File: src/rtl/core/kla_pkg.sv
// ----------------------------------------------------------------------------
// Keypad lock and alarm controller package
// Shared types, key and action codes, register indexes and reset values.
// ----------------------------------------------------------------------------
package kla_pkg;

    localparam int CODE_LEN_DEF = 4;
    localparam int OUT_SLOTS    = 4;

    localparam logic [4:0] SLOT_EMPTY = 5'd16;

    // decoded key codes
    localparam logic [3:0] KEY_HASH = 4'd14;
    localparam logic [3:0] KEY_STAR = 4'd15;

    // event codes
    localparam logic [1:0] ACT_KEY    = 2'd0;
    localparam logic [1:0] ACT_MOTION = 2'd1;
    localparam logic [1:0] ACT_DOOR   = 2'd2;

    // register indexes
    localparam logic [1:0] CFG_FAIL_THR = 2'd0;
    localparam logic [1:0] CFG_UNLOCK   = 2'd1;
    localparam logic [1:0] CFG_LOCK     = 2'd2;

    localparam logic [3:0]  FAIL_THR_RST = 4'd3;
    localparam logic [14:0] UNLOCK_RST   = 15'd2300;
    localparam logic [14:0] LOCK_RST     = 15'd700;
    localparam logic [3:0]  FAIL_MAX     = 4'd15;

    typedef enum logic [1:0] {
        MODE_DISARMED = 2'd0,
        MODE_ARMED    = 2'd1,
        MODE_SET      = 2'd2
    } t_mode;

    typedef struct packed {
        logic [3:0]  fail_thr;
        logic [14:0] unlock_pulse;
        logic [14:0] lock_pulse;
    } t_cfg;

    typedef struct packed {
        t_mode                       mode;
        logic [14:0]                 servo_pulse;
        logic                        motion_alarm;
        logic                        door_alarm;
        logic                        fail_alarm;
        logic [3:0]                  fail_count;
        logic [OUT_SLOTS-1:0][4:0]   entry;
    } t_result;

endpackage

File: src/rtl/core/keypad_lock_alarm_controller.sv
// ----------------------------------------------------------------------------
// Keypad lock and alarm controller
// Channel   Direction  Handshake          Word
// events    in         i_valid / o_stall  action, key code, sensor level
// results   out        o_valid / i_stall  mode, servo, alarms, count, entries
// config    in         i_cfg_wr_en        index, data (no read-back)
//
// One event a cycle while results are taken; an event passes through the input
// register, then through the event logic into the result register.
// Synchronous active-low reset; no clearing pass, ready straight after reset.
// A stalled result holds its register; the input register keeps taking
// events while the result register has room or is being emptied.
// ----------------------------------------------------------------------------
module keypad_lock_alarm_controller #(
    parameter int CODE_LEN = kla_pkg::CODE_LEN_DEF
) (
    input  logic        i_clk,
    input  logic        i_rst_n,
    input  logic        i_valid,
    output logic        o_stall,
    input  logic [1:0]  i_action,
    input  logic [3:0]  i_key_code,
    input  logic        i_sensor_level,
    output logic        o_valid,
    input  logic        i_stall,
    output logic [1:0]  o_mode,
    output logic [14:0] o_servo_pulse,
    output logic        o_motion_alarm,
    output logic        o_door_alarm,
    output logic        o_fail_alarm,
    output logic [3:0]  o_fail_count,
    output logic [4:0]  o_entry_0,
    output logic [4:0]  o_entry_1,
    output logic [4:0]  o_entry_2,
    output logic [4:0]  o_entry_3,
    input  logic        i_cfg_wr_en,
    input  logic [1:0]  i_cfg_idx,
    input  logic [14:0] i_cfg_wdata
);
    import kla_pkg::*;

    logic       r_in_vld;
    logic [1:0] r_in_action;
    logic [3:0] r_in_key;
    logic       r_in_level;

    logic    out_room, step, accept;
    t_cfg    cfg;
    t_result core_res, out_res;

    assign out_room = !o_valid || !i_stall;
    assign step     = r_in_vld && out_room;
    assign o_stall  = r_in_vld && !out_room;
    assign accept   = i_valid && !o_stall;

    always_ff @(posedge i_clk) begin
        if (!i_rst_n)
            r_in_vld <= 1'b0;
        else if (accept)
            r_in_vld <= 1'b1;
        else if (step)
            r_in_vld <= 1'b0;
    end

    always_ff @(posedge i_clk) begin
        if (accept) begin
            r_in_action <= i_action;
            r_in_key    <= i_key_code;
            r_in_level  <= i_sensor_level;
        end
    end

    kla_cfg_regs u_cfg (
        .i_clk   (i_clk),
        .i_rst_n (i_rst_n),
        .i_wr_en (i_cfg_wr_en),
        .i_idx   (i_cfg_idx),
        .i_wdata (i_cfg_wdata),
        .o_cfg   (cfg)
    );

    kla_core #(
        .CODE_LEN (CODE_LEN)
    ) u_core (
        .i_clk          (i_clk),
        .i_rst_n        (i_rst_n),
        .i_step         (step),
        .i_action       (r_in_action),
        .i_key_code     (r_in_key),
        .i_sensor_level (r_in_level),
        .i_cfg          (cfg),
        .o_res          (core_res)
    );

    kla_out_stage u_out (
        .i_clk   (i_clk),
        .i_rst_n (i_rst_n),
        .i_load  (step),
        .i_take  (!i_stall),
        .i_res   (core_res),
        .o_valid (o_valid),
        .o_res   (out_res)
    );

    assign o_mode         = out_res.mode;
    assign o_servo_pulse  = out_res.servo_pulse;
    assign o_motion_alarm = out_res.motion_alarm;
    assign o_door_alarm   = out_res.door_alarm;
    assign o_fail_alarm   = out_res.fail_alarm;
    assign o_fail_count   = out_res.fail_count;
    assign o_entry_0      = out_res.entry[0];
    assign o_entry_1      = out_res.entry[1];
    assign o_entry_2      = out_res.entry[2];
    assign o_entry_3      = out_res.entry[3];

endmodule

File: src/rtl/core/kla_cfg_regs.sv
// ----------------------------------------------------------------------------
// Configuration registers
// Fail threshold and the two servo pulse widths, plain write port.
// ----------------------------------------------------------------------------
module kla_cfg_regs (
    input  logic           i_clk,
    input  logic           i_rst_n,
    input  logic           i_wr_en,
    input  logic [1:0]     i_idx,
    input  logic [14:0]    i_wdata,
    output kla_pkg::t_cfg  o_cfg
);
    import kla_pkg::*;

    t_cfg r_cfg;

    always_ff @(posedge i_clk) begin
        if (!i_rst_n) begin
            r_cfg.fail_thr     <= FAIL_THR_RST;
            r_cfg.unlock_pulse <= UNLOCK_RST;
            r_cfg.lock_pulse   <= LOCK_RST;
        end else if (i_wr_en) begin
            unique case (i_idx)
                CFG_FAIL_THR: r_cfg.fail_thr     <= i_wdata[3:0];
                CFG_UNLOCK:   r_cfg.unlock_pulse <= i_wdata;
                CFG_LOCK:     r_cfg.lock_pulse   <= i_wdata;
                default:      ;  // no register there
            endcase
        end
    end

    assign o_cfg = r_cfg;

endmodule

File: src/rtl/core/kla_core.sv
// ----------------------------------------------------------------------------
// Lock state and event logic
// Holds mode, entry and code rings, fail count, lamps and servo; computes
// the state after one event and the result word that shows it.
// ----------------------------------------------------------------------------
module kla_core #(
    parameter int CODE_LEN = kla_pkg::CODE_LEN_DEF
) (
    input  logic              i_clk,
    input  logic              i_rst_n,
    input  logic              i_step,
    input  logic [1:0]        i_action,
    input  logic [3:0]        i_key_code,
    input  logic              i_sensor_level,
    input  kla_pkg::t_cfg     i_cfg,
    output kla_pkg::t_result  o_res
);
    import kla_pkg::*;

    localparam int PTR_W = (CODE_LEN > 1) ? $clog2(CODE_LEN) : 1;
    localparam logic [PTR_W-1:0] PTR_LAST = PTR_W'(CODE_LEN - 1);

    t_mode                     r_mode,  n_mode;
    logic [CODE_LEN-1:0][4:0]  r_entry, n_entry;
    logic [CODE_LEN-1:0][4:0]  r_code,  n_code;
    logic [PTR_W-1:0]          r_eptr,  n_eptr;
    logic [PTR_W-1:0]          r_cptr,  n_cptr;
    logic [3:0]                r_fail,  n_fail;
    logic                      r_door_open, n_door_open;
    logic                      r_motion, n_motion;
    logic                      r_door_lamp, n_door_lamp;
    logic [14:0]               r_servo, n_servo;

    logic is_key, is_digit, is_hash, is_star, match;
    logic [OUT_SLOTS-1:0][4:0] slot_show;

    assign is_key   = i_step && (i_action == ACT_KEY);
    assign is_digit = i_key_code < KEY_HASH;
    assign is_hash  = i_key_code == KEY_HASH;
    assign is_star  = i_key_code == KEY_STAR;

    // empty slot matches only an empty slot
    always_comb begin
        match = 1'b1;
        for (int k = 0; k < CODE_LEN; k++) begin
            if (r_entry[k] != r_code[k])
                match = 1'b0;
        end
    end

    // next mode
    always_comb begin
        n_mode = r_mode;
        if (is_key && !is_digit) begin
            unique case (r_mode)
                MODE_DISARMED: begin
                    if (is_hash && !r_door_open)
                        n_mode = MODE_ARMED;
                    else if (is_star)
                        n_mode = MODE_SET;
                end
                MODE_SET: begin
                    if (is_star)
                        n_mode = MODE_DISARMED;
                end
                MODE_ARMED: begin
                    if (is_star && match)
                        n_mode = MODE_DISARMED;
                end
                default: n_mode = r_mode;
            endcase
        end
    end

    // rings, counter, lamps, servo
    always_comb begin
        n_entry     = r_entry;
        n_code      = r_code;
        n_eptr      = r_eptr;
        n_cptr      = r_cptr;
        n_fail      = r_fail;
        n_door_open = r_door_open;
        n_motion    = r_motion;
        n_door_lamp = r_door_lamp;
        n_servo     = r_servo;
        if (i_step) begin
            case (i_action)
                ACT_KEY: begin
                    if (is_digit) begin
                        for (int k = 0; k < CODE_LEN; k++) begin
                            if (r_eptr == PTR_W'(k))
                                n_entry[k] = {1'b0, i_key_code};
                        end
                        n_eptr = (r_eptr == PTR_LAST) ? '0 : r_eptr + 1'b1;
                        if (r_mode == MODE_SET) begin
                            for (int k = 0; k < CODE_LEN; k++) begin
                                if (r_cptr == PTR_W'(k))
                                    n_code[k] = {1'b0, i_key_code};
                            end
                            n_cptr = (r_cptr == PTR_LAST) ? '0 : r_cptr + 1'b1;
                        end
                    end else if (r_mode == MODE_DISARMED) begin
                        if (is_hash) begin
                            if (!r_door_open)
                                n_servo = i_cfg.lock_pulse;
                        end else begin
                            // entries kept, both write pointers rewind and the code ring is cleared
                            for (int k = 0; k < CODE_LEN; k++)
                                n_code[k] = SLOT_EMPTY;
                            n_cptr = '0;
                            n_eptr = '0;
                        end
                    end else if (r_mode == MODE_ARMED && is_star) begin
                        for (int k = 0; k < CODE_LEN; k++)
                            n_entry[k] = SLOT_EMPTY;
                        n_eptr = '0;
                        if (match) begin
                            n_fail  = '0;
                            n_servo = i_cfg.unlock_pulse;
                        end else if (r_fail != FAIL_MAX) begin
                            n_fail = r_fail + 1'b1;
                        end
                    end
                end
                ACT_MOTION: begin
                    if (!i_sensor_level)
                        n_motion = 1'b0;
                    else if (r_mode == MODE_ARMED)
                        n_motion = 1'b1;
                end
                ACT_DOOR: begin
                    n_door_open = i_sensor_level;
                    if (!i_sensor_level)
                        n_door_lamp = 1'b0;
                    else if (r_mode == MODE_ARMED)
                        n_door_lamp = 1'b1;
                end
                default: ;  // unused event code
            endcase
        end
    end

    always_ff @(posedge i_clk) begin
        if (!i_rst_n) begin
            r_mode      <= MODE_DISARMED;
            r_eptr      <= '0;
            r_cptr      <= '0;
            r_fail      <= '0;
            r_door_open <= 1'b0;
            r_motion    <= 1'b0;
            r_door_lamp <= 1'b0;
            r_servo     <= '0;
            for (int k = 0; k < CODE_LEN; k++) begin
                r_entry[k] <= SLOT_EMPTY;
                r_code[k]  <= 5'(k + 1);
            end
        end else begin
            r_mode      <= n_mode;
            r_entry     <= n_entry;
            r_code      <= n_code;
            r_eptr      <= n_eptr;
            r_cptr      <= n_cptr;
            r_fail      <= n_fail;
            r_door_open <= n_door_open;
            r_motion    <= n_motion;
            r_door_lamp <= n_door_lamp;
            r_servo     <= n_servo;
        end
    end

    for (genvar g = 0; g < OUT_SLOTS; g++) begin : g_slot
        if (g < CODE_LEN) begin : g_used
            assign slot_show[g] = n_entry[g];
        end else begin : g_unused
            assign slot_show[g] = SLOT_EMPTY;
        end
    end

    // result word shows the state after this event
    always_comb begin
        o_res.mode         = n_mode;
        o_res.servo_pulse  = n_servo;
        o_res.motion_alarm = n_motion;
        o_res.door_alarm   = n_door_lamp;
        o_res.fail_alarm   = (n_mode == MODE_ARMED) && (n_fail >= i_cfg.fail_thr);
        o_res.fail_count   = n_fail;
        o_res.entry        = slot_show;
    end

endmodule

File: src/rtl/core/kla_out_stage.sv
// ----------------------------------------------------------------------------
// Result register
// Holds one result word until the downstream side takes it.
// ----------------------------------------------------------------------------
module kla_out_stage (
    input  logic              i_clk,
    input  logic              i_rst_n,
    input  logic              i_load,
    input  logic              i_take,
    input  kla_pkg::t_result  i_res,
    output logic              o_valid,
    output kla_pkg::t_result  o_res
);
    import kla_pkg::*;

    logic    r_vld;
    t_result r_res;

    always_ff @(posedge i_clk) begin
        if (!i_rst_n)
            r_vld <= 1'b0;
        else if (i_load)
            r_vld <= 1'b1;
        else if (i_take)
            r_vld <= 1'b0;
    end

    always_ff @(posedge i_clk) begin
        if (i_load)
            r_res <= i_res;
    end

    assign o_valid = r_vld;
    assign o_res   = r_res;

endmodule

File: config.mk
export PLATFORM = sky130hd
export DESIGN_NAME = keypad_lock_alarm_controller
export DESIGN_NICKNAME = d
export VERILOG_FILES = /design/src/rtl/core/kla_pkg.sv /design/src/rtl/core/keypad_lock_alarm_controller.sv /design/src/rtl/core/kla_cfg_regs.sv /design/src/rtl/core/kla_core.sv /design/src/rtl/core/kla_out_stage.sv
export SDC_FILE = /design/constraint.sdc
export NUM_CORES = 1
export LEC_CHECK = 0
export ABC_AREA = 1
export BUFFER_PORTS_ARGS = -buffer_cell sky130_fd_sc_hd__buf_2
export CORE_ASPECT_RATIO = 1.1
export CORE_UTILIZATION = 30
export DETAILED_ROUTE_END_ITERATION = 10
export HOLD_SLACK_MARGIN = 0.03
export SLEW_MARGIN = 20
export SYNTH_ARGS = -nofsm -noshare
export SYNTH_HDL_FRONTEND = slang
export SYNTH_SLANG_ARGS = --single-unit
export TNS_END_PERCENT = 5
File: constraint.sdc
create_clock -name i_clk -period 7.2 [get_ports i_clk]
set_input_delay 0.72 -clock i_clk [delete_from_list [all_inputs] [get_ports i_clk]]
set_output_delay 0.72 -clock i_clk [all_outputs]
set_load 0.1 [all_outputs]
==> run metrics, run 1 <==
status=finished, final reports clean; CTS Buffer Depth=2; commonest non-fill, non-tap cells in the layout=167 x nand2_1, 133 x inv_1, 104 x dfxtp_1; Max rail drop VDD=0.000172 V; achievable clock frequency=258 MHz; Post-CTS Hold Buffers=0; Worst-Margin Slew=1080 ps; mean post-synth cell area=8.11 sq um; register area share after synthesis=52.5%; vias in the first global route=5,058; hold crit path type=reg -> reg; largest net degree at the start of global routing=58; global-route wire length before repair=26,400 microns; total track usage=14.5%; Max-slew headroom=27.7%; initial antenna violation count=0; Pwr Density=248 nW/um^2; crit path launch=i_stall; CTS tree=yes; post-route antenna net violation count=0; Reg-to-Reg End=u_out.o_res[24]$_DFFE_PP_; Via density=4.49; Fillers=2,274; clock root cell=clkbuf_16; Core Region=22,300 sq um; WP data arrival=4060 ps; commonest non-fill, non-tap cell in the layout=nand2_1; clk slew on worst S/H paths=70 ps; die width=146 microns; Startpoint Class=primary input; Critical Path RT=7390 ps; clock network latency to the later pin of the worst-skew pair=440 ps; router iterations before antenna repair=5; hold_sp=u_cfg.o_cfg[3]$_SDFFE_PN1P_; R2R Setup Slk=3400 ps; number of synthesis warnings=0; Max Clock Skew=10.5 ps; unrepaired setup endpoints after global routing=no; nets@finish=959; Worst Setup EP=u_out.o_res[24]$_DFFE_PP_; Max Slew Vio Count=0; Finish-stage setup viols=0; half-perimeter wire length after placement=11,200 microns; grt total ovfl=0; number of synthesized register bits=155; Mapped Area=6890 sq um; routed vias=5,506; DR iter-0 viols=370; clk sinks=155; Worst R2R Path Depth=15; cell area after layout=8120 sq um; Final min period=3870 ps; die area=23,600 sq um; Cells after Synth=849; crit end category=register; sw frac=25.5%; Num CTS Buffers=17; net switching power=0.514 mW; layout cells sized above 1=14.6%; Cell variety after synth=40; Die Y=161 microns; crit-path max FO=49; combinational fraction of design power=8.0%; Reg power frac=46.5%; Rows=57; final wirelength=16,600 microns; # diodes=0; CTS HTree Levels=4; post-route setup TNS=0 ps; DP Area=7520 sq um; Initial Utilization=30.8%; Max Cap Viol=0; leak pwr=3.73 nW; CTS resizes=0; launch point of the worst reg-to-reg path=u_out.o_valid$_SDFFE_PN0P_; Fin. Hold Viols=0; crit share post-route=53.7%; area grow syn2layout=18.0%; Residual DRC=0; gpl congestion=0.802; Port Buf Inserts=74; I/O pin cnt=75; synthesized net count=891; Clk pwr share=45.5%; crit path kind=in -> reg; worst hold slack=451 ps; # Post-CTS Setup Buffers=0; Int Power=1.50 mW; routed len/inst=13.6 microns
-- cells by family after synthesis --
logic type,share of synthesized area (%)
buf+inv,9.83
compound gates,13.0
flops,52.5
fa+ha+maj,2.36
simple gates,20.8
xor+xnor,1.53
-- worst min-delay path by stage --
stage | end | depth (start not counted)
floorplan | u_cfg.o_cfg[2]$_SDFFE_PN1P_ | 2
global placement | u_cfg.o_cfg[5]$_SDFFE_PN1P_ | 2
detailed placement | u_cfg.o_cfg[2]$_SDFFE_PN1P_ | 2
CTS | r_in_level$_DFFE_PP_ | 1
global route | r_in_key[1]$_DFFE_PP_ | 1
finish | u_cfg.o_cfg[3]$_SDFFE_PN1P_ | 2
-- cell type report --
| class | instances | area [sq um] | area share, % |
|---|---|---|---|
| well taps | 295 | 369 | 4.54 |
| clock inverters | 14 | 173 | 2.13 |
| clock buffers | 18 | 429 | 5.28 |
| flip-flops and latches | 155 | 3610 | 44.5 |
| multi-input cells | 522 | 2590 | 31.9 |
| repair buffers | 79 | 408 | 5.02 |
| inverters | 142 | 536 | 6.59 |
-- per-stage QoR --
stage | setup WS, ps | util, % | power [mW] | instances
2_1_floorplan | 3390 | - | 1.08 | 849
3_3_place_gp | 3020 | 33.7 | 1.12 | 1193
3_5_place_dp | 2840 | 33.7 | 1.12 | 1193
4_1_cts | 3320 | 36.4 | 2.03 | 1225
5_1_grt | 2940 | 36.4 | 2.08 | 1225
6_report | 3330 | 36.4 | 2.02 | 1225
-- flip-flops by register name, indices dropped and copies added (netlist names) --
signal              cells
r_in_action             2
r_in_key                4
r_in_level              1
r_in_vld                1
u_cfg.o_cfg            34
u_core.r_code          20
u_core.r_cptr           2
u_core.r_door_lamp      1
u_core.r_door_open      1
u_core.r_entry         20
u_core.r_eptr           2
u_core.r_fail           4
u_core.r_mode           2
u_core.r_motion         1
u_core.r_servo         15
u_out.o_res            44
u_out.o_valid           1
-- power groups by stage --
stage | clock network [mW] | registers [mW] | logic [mW]
4_1_cts | 0.932 | 0.939 | 0.163
3_3_place_gp | 0 | 0.958 | 0.161
6_report | 0.917 | 0.939 | 0.161
5_1_grt | 0.966 | 0.941 | 0.174
2_1_floorplan | 0 | 1.03 | 0.0551
3_5_place_dp | 0 | 0.958 | 0.163
-- cell usage after synthesis, drive strengths merged --
cell / count / area share [%]
inv: 142 / 7.8
o31ai: 1 / 0.18
a22oi: 1 / 0.11
a211oi: 4 / 0.44
o211ai: 14 / 1.5
and2: 1 / 0.091
nor2: 105 / 6.4
nor4: 4 / 0.36
o21ai: 70 / 5.3
dfxtp: 104 / 30
buf: 11 / 1.0
xor2: 3 / 0.38
xnor2: 9 / 1.1
edfxtp: 51 / 22
a31oi: 3 / 0.49
nand2: 168 / 9.2
nand4: 1 / 0.091
clkbuf: 19 / 1.0
or2: 1 / 0.091
ha: 13 / 2.4
nor3: 13 / 1.0
a41oi: 1 / 0.13
o21a: 2 / 0.22
nand3: 45 / 3.6
a21oi: 63 / 4.6
-- per-layer routing --
metal	GRT usage (%)	part of all wire (%)
met1	18.6	48
met2	23.6	46
met3	3.38	4.5
met4	5.40	1.9
met5	0	0
-- critical path, cell delays in order --
cell and delay (ps):
buf_2 90, nand2_1 90, nand2_1 80, inv_2 50, buf_4 530, nand2_1 500, nor2_4 600, inv_1 220
o21ai_1 270, ha_1 270, inv_1 50, a21oi_1 50, o21a_1 170, o21a_1 170, o21ai_1 140, nor2_1 50
(Power assumes the default switching activity.)
==> run 2: changes to the inputs <==
--- a/config.mk
+++ b/config.mk
@@ -5,7 +5,7 @@
 export SDC_FILE = /design/constraint.sdc
 export NUM_CORES = 1
 export LEC_CHECK = 0
-export ABC_AREA = 1
+export ABC_AREA = 0
 export BUFFER_PORTS_ARGS = -buffer_cell sky130_fd_sc_hd__buf_2
 export CORE_ASPECT_RATIO = 1.1
 export CORE_UTILIZATION = 30
==> constraint.sdc (replaced) <==
create_clock -name i_clk -period 3.5 [get_ports i_clk]
set_input_delay 0.35 -clock i_clk [delete_from_list [all_inputs] [get_ports i_clk]]
set_output_delay 0.35 -clock i_clk [all_outputs]
set_load 0.1 [all_outputs]
==> run metrics, run 2 <==
Mapped Area=7180 sq um (+4.2%); # Post-CTS Setup Buffers=0 (unchanged); final cell count without fillers=1,121 (-8.5%); number of synthesized register bits=155 (unchanged); Fin. Hold Viols=0 (unchanged); mean post-synth cell area=9.54 sq um (+18%); M1 wire length=9550 microns (+20%); Startpoint Class=register; status=finished, final reports clean; clock network latency to the later pin of the worst-skew pair=430 ps (about the same); Final min period=3090 ps; Rows=59 (+3.5%); number of synthesis warnings=0 (unchanged); area of the multi-input gates=3270 sq um (+26%); area grow syn2layout=17.0%; die area=24,500 sq um (+4.2%); largest net degree at the start of global routing=52 (-10%); Port Buf Inserts=74 (unchanged); Max Slew Vio Count=0 (unchanged); die width=149 microns (+2.1%); Cell variety after synth=48 (+20%); top post-synthesis cells by area=dfxtp_1 29%, edfxtp_1 21%, nand2_1 5.4%; crit end category=register; Clk pwr share=43.1% (-2.4 points); Finish-stage setup viols=0 (unchanged); Reg power frac=47.3% (+0.8 points); crit path kind=reg -> reg; clock root cell=clkbuf_16; EDFF count, synth=51 (unchanged); placed insts=1,088 (-8.8%); Async SR Flop Fraction=0% (unchanged); crit share post-route=88.4%; Residual DRC=0 (unchanged); net switching power=1.13 mW (+120%); Max Cap Viol=0 (unchanged); synthesized net count=794 (-11%); Via density=5.36 (+19%); unrepaired setup endpoints after global routing=no; total track usage=16.8% (+2.3 points); Critical Path RT=3660 ps (-3730 ps); Num CTS Buffers=17 (unchanged); layout cells sized above 1=16.4% (+1.8 points); ys flop type=dfxtp_1; vias in the first global route=5,657 (+12%); global-route wire length before repair=31,800 microns (+20%); Core Region=23,500 sq um (+5.5%); Pwr Density=492 nW/um^2 (+98%); post-route setup TNS=0 ps (unchanged); router iterations before antenna repair=4 (-1); Max-slew headroom=46.7% (+19 points); achievable clock frequency=323 MHz; initial antenna violation count=1 (+1); combinational fraction of design power=9.5% (+1.5 points); CTS Buffer Depth=2 (unchanged); register area share after synthesis=50.4% (-2.1 points); DR WL met3=1410 microns (+86%); clk sinks=155 (unchanged); Post-CTS Hold Buffers=0 (unchanged); CTS HTree Levels=4 (unchanged); register area=3610 sq um (about the same); post-route antenna net violation count=0 (unchanged); routed vias=6,014 (+9.2%); Design Power=4.13 mW (+100%); WL met2=8690 microns (+14%); gpl congestion=0.812 (+1.3%); commonest non-fill, non-tap cells in the layout=104 x nand2_1, 103 x dfxtp_1, 74 x buf_2; leak pwr=3.27 nW (-12%); CTS resizes=0 (unchanged); CTS tree=yes; Max Clock Skew=10.9 ps (+0.353 ps); Int Power=3.00 mW (+99%); final wirelength=20,000 microns (+20%); Fillers=2,364 (+4.0%); Cells after Synth=752 (-11%); Max rail drop VDD=0.000243 V (+41%); area leader, netlist=dfxtp_1; nets@finish=844 (-12%); I/O pin cnt=75 (unchanged); most frequent cells after synthesis=104 x dfxtp_1, 104 x nand2_1, 56 x nand3_1, 51 x clkbuf_1, 51 x edfxtp_1; max FFs per register=44 (unchanged); commonest non-fill, non-tap cell in the layout=nand2_1; clk slew on worst S/H paths=70 ps (about the same); Initial Utilization=30.5% (-0.37 points); grt total ovfl=0 (unchanged); half-perimeter wire length after placement=13,400 microns (+19%); top-area cell type share of the netlist area=29.0% (-1.2 points); crit-path max FO=8 (-84%); Worst-Margin Slew=797 ps (-283 ps); WP data arrival=3260 ps (-800 ps); DR iter-0 viols=518 (+40%); hold crit path type=in -> reg; top sig layer=met5; Die Y=164 microns (+2.1%); routed len/inst=17.9 microns (+32%); sw frac=27.3% (+1.8 points)
==> run 2: cell count changes after synthesis, sizes merged, moves of 17 or more <==
cell / delta
clkbuf: +33
nor2: -66
o21ai: -41
nand2: -64
xor2: +17
inv: -133
a21oi: -18
==> run 2: per-stage QoR <==
stage / worst slack, ps / hold WS, ps / util, % / area, sq um
5_1_grt: 179 / 80.5 / 35.6 / 8390
3_3_place_gp: 592 / 451 / 33.2 / 7830
4_1_cts: 529 / 83.3 / 35.6 / 8390
6_report: 405 / 97.5 / 35.6 / 8390
2_1_floorplan: 218 / 442 / - / 7180
3_5_place_dp: 560 / 455 / 33.3 / 7830
==> run 2: logic make-up after synthesis <==
kind of cell | Yosys count | synth area share [%]
adder cells (fa/ha/maj) | 13 | 2.27
XOR/XNOR | 20 | 2.44
buffers and inverters | 74 | 4.12
flip-flops | 155 | 50.4
multiplexers | 11 | 1.53
AO/OA/AOI/OAI | 186 | 18.8
AND/OR/NAND/NOR | 293 | 20.5
==> run 2: area by class of cell <==
type / count / share of cell area (%)
Antenna cell: 1 / 0.0298
Clock inverter: 12 / 1.36
Timing Repair Buffer: 94 / 6.20
Inverter: 11 / 0.507
Sequential cell: 155 / 43.1
Tap cell: 305 / 4.55
Clock buffer: 20 / 5.32
Multi-Input combinational cell: 523 / 39.0
==> run 2: power groups by stage <==
stage	clock (mW)	sequential (mW)	combinational [mW]
floorplan	0	2.16	0.130
global placement	0	1.99	0.392
detailed placement	0	1.99	0.395
CTS	1.81	1.95	0.396
global route	1.88	1.96	0.421
finish	1.78	1.95	0.394
==> run 2: worst paths after layout <==
check / from / endpoint / slack, ps / cells after the start
worst min register to register: u_core.r_code[7]$_SDFFE_PN0P_ / u_core.r_code[7]$_SDFFE_PN0P_ / 460 / 2
worst max register to register: r_in_key[1]$_DFFE_PP_ / u_out.o_res[24]$_DFFE_PP_ / 410 / 11
worst max-delay path: r_in_key[1]$_DFFE_PP_ / u_out.o_res[24]$_DFFE_PP_ / 410 / 11
worst min-delay path: i_key_code[0] / r_in_key[0]$_DFFE_PP_ / 100 / 1
==> run 2: critical path: stages, from the launching register on <==
cell and delay, ps:
edfxtp_1 600, nand4_1 280, nor4_2 530, nand2_1 90, a21oi_1 250, o22ai_1 120
ha_1 270, nand2b_1 140, a21o_1 170, a21o_1 170, a21oi_1 130, nor4_1 60
==> run 2: metal layers <==
layer	global-route usage, %	vias to the layer above
met5	0	-
met4	6.03	2
met3	4.36	35
met2	24.3	199
met1	23.7	2876
li1	-	2902
==> run 3: changes to the inputs <==
--- a/config.mk
+++ b/config.mk
@@ -14,5 +14,6 @@
 export SLEW_MARGIN = 20
 export SYNTH_ARGS = -nofsm -noshare
 export SYNTH_HDL_FRONTEND = slang
+export SYNTH_HIERARCHICAL = 1
 export SYNTH_SLANG_ARGS = --single-unit
 export TNS_END_PERCENT = 5
==> run metrics, run 3 <==
routing usage on met3=3.22% (-1.1 points); crit end category=register; CP peak stage delay=440 ps (-160 ps); grt met2 use=26.5% (+2.2 points); router iterations before antenna repair=5 (+1); synthesized net count=740 (-6.8%); status=finished, final reports clean; Fin. Hold Viols=0 (unchanged); Port Buf Inserts=74 (unchanged); layout cells sized above 1=21.7% (+5.2 points); top-area cell type share of the netlist area=29.5% (+0.48 points); most frequent cells after synthesis=104 x dfxtp_1, 83 x nand2_1, 51 x edfxtp_1, 46 x a21oi_1, 41 x nor2_1; crit-path max FO=4 (-4); cell area after layout=8420 sq um (+0.28%); unrepaired setup endpoints after global routing=no; Mapped Area=7060 sq um (-1.6%); Via density=5.08 (-5.4%); achievable clock frequency=364 MHz (+13%); Core Region=23,000 sq um (-2.3%); routed vias=5,504 (-8.5%); top-count cell post-synth=dfxtp_1; Residual DRC=0 (unchanged); Max Cap Viol=0 (unchanged); number of synthesized register bits=155 (unchanged); leak pwr=3.31 nW (+1.2%); Max-slew headroom=32.4% (-14 points); # diodes=0 (-1); crit path kind=reg -> reg; GRT busiest layer=met2; global-route wire length before repair=29,400 microns (-7.5%); CTS tree=yes; Initial Utilization=30.7% (+0.22 points); Async SR Flop Fraction=0% (unchanged); GRT met1 Usage=20.8% (-2.9 points); Cells after Synth=698 (-7.2%); Pwr Density=489 nW/um^2 (-0.51%); worst hold slack=99.8 ps (+2.24 ps); commonest non-fill, non-tap cells in the layout=103 x dfxtp_1, 81 x nand2_1, 74 x buf_2; DP Area=7810 sq um (-0.24%); Max rail drop VDD=0.000216 V (-11%); Cell variety after synth=62 (+29%); Num CTS Buffers=17 (unchanged); final wirelength=18,800 microns (-6.3%); top post-synthesis cells by area=dfxtp_1 29%, edfxtp_1 22%, mux2i_1 5.5%; max FFs per register=44 (unchanged); Critical Path RT=3660 ps (about the same); # Post-CTS Setup Buffers=0 (unchanged); commonest non-fill, non-tap cell in the layout=dfxtp_1; Critical-path top delay cell=or3b_4; die area=24,100 sq um (-1.6%); post-place setup slack=589 ps (+29.6 ps); die width=148 microns (-0.80%); grt total ovfl=0 (unchanged); clock network latency to the later pin of the worst-skew pair=430 ps (about the same); post-route antenna net violation count=0 (unchanged); Post-CTS Hold Buffers=0 (unchanged); mean post-synth cell area=10.1 sq um (+6.0%); vias in the first global route=5,247 (-7.2%); Final Util=36.6% (+0.95 points); initial antenna violation count=0 (-1); Final min period=2740 ps (-350 ps); Startpoint Class=register; Rows=58 (-1.7%); DR iter-0 viols=415 (-20%); Max Clock Skew=12.8 ps (+1.88 ps); final cell count without fillers=1,084 (-3.3%); WP data arrival=2900 ps (-360 ps); routed len/inst=17.3 microns (-3.1%); placed insts=1,052 (-3.3%); Final WS setup=755 ps (+350 ps); half-perimeter wire length after placement=12,700 microns (-5.1%); Max Slew Vio Count=0 (unchanged); crit share post-route=78.4% (-10 points); CTS HTree Levels=4 (unchanged); Die Y=163 microns (-0.80%); Finish-stage setup viols=0 (unchanged); clock root cell=clkbuf_16; nets@finish=813 (-3.7%); crit path buf inv count=0 (unchanged); CTS resizes=0 (unchanged); CTS Buffer Depth=2 (unchanged); area grow syn2layout=19.2%; area leader, netlist=dfxtp_1; CP cell instances=a21boi_4 > or3b_4 > nor3_4 > nand2_2 > xnor2_2 > nand2_2 > ha_1 > nand2b_1 > a21o_1 > a21o_1 > a21oi_1 > nor4_1; gpl congestion=0.820 (+1.0%); clk slew on worst S/H paths=60 ps (about the same); largest net degree at the start of global routing=48 (-7.7%); Worst-Margin Slew=1010 ps (+217 ps); hold crit path type=in -> reg; I/O pin cnt=75 (unchanged); register area share after synthesis=51.2% (+0.83 points); number of synthesis warnings=6 (+6); clk sinks=155 (unchanged); Top delay family on crit path=simple AND/OR/NAND/NOR gates; post-route setup TNS=0 ps (unchanged); ys flop type=dfxtp_1; total track usage=16.0% (-0.77 points); Design Power=4.12 mW (-0.23%); EDFF count, synth=51 (unchanged)
## run 3: layer usage
layer  up-vias  wire [microns]
met5         -               0
met4         0             303
met3        27             909
met2       164            9320
met1      2631            8250
li1       2682               -
## run 3: area by class of cell
| class | instances | area [sq um] |
|---|---|---|
| Fill cell | 2330 | 14600 |
| Sequential cell | 155 | 3620 |
| Multi-Input combinational cell | 479 | 3190 |
| Timing Repair Buffer | 98 | 551 |
| Clock buffer | 22 | 505 |
| Tap cell | 300 | 375 |
| Clock inverter | 10 | 100 |
| Inverter | 20 | 75.1 |
## run 3: logic make-up after synthesis
kind of cell | share of synthesized area [%]
adder cells (fa/ha/maj) | 2.30
flip-flops | 51.2
AO/OA/AOI/OAI | 15.5
AND/OR/NAND/NOR | 18.6
multiplexers | 5.69
XOR/XNOR | 2.61
buffers and inverters | 4.06
## run 3: worst paths after layout
kind | to | cells after the start | from | slack (ps)
max | u_out/o_res[24]$_DFFE_PP_ | 12 | r_in_vld$_SDFFE_PN0P_ | 760
min | r_in_key[1]$_DFFE_PP_ | 1 | i_key_code[1] | 100
max reg2reg | u_out/o_res[24]$_DFFE_PP_ | 12 | r_in_vld$_SDFFE_PN0P_ | 760
min reg2reg | u_cfg/o_cfg[32]$_SDFFE_PN0P_ | 2 | u_cfg/o_cfg[32]$_SDFFE_PN0P_ | 460
## run 3: worst reg2reg max path, stage by stage, from the launching register on
cell      delay (ps)
dfxtp_1          330
a21boi_4         210
or3b_4           440
nor3_4           240
nand2_2          120
xnor2_2          210
nand2_2           60
ha_1             260
nand2b_1         140
a21o_1           150
a21o_1           150
a21oi_1          120
nor4_1            60
## run 3: power by group
group          leakage [nW]  internal (mW)  switching (mW)
clock network         0.297           1.11           0.764
logic                  1.69         0.0708           0.250
registers              1.33           1.90          0.0261
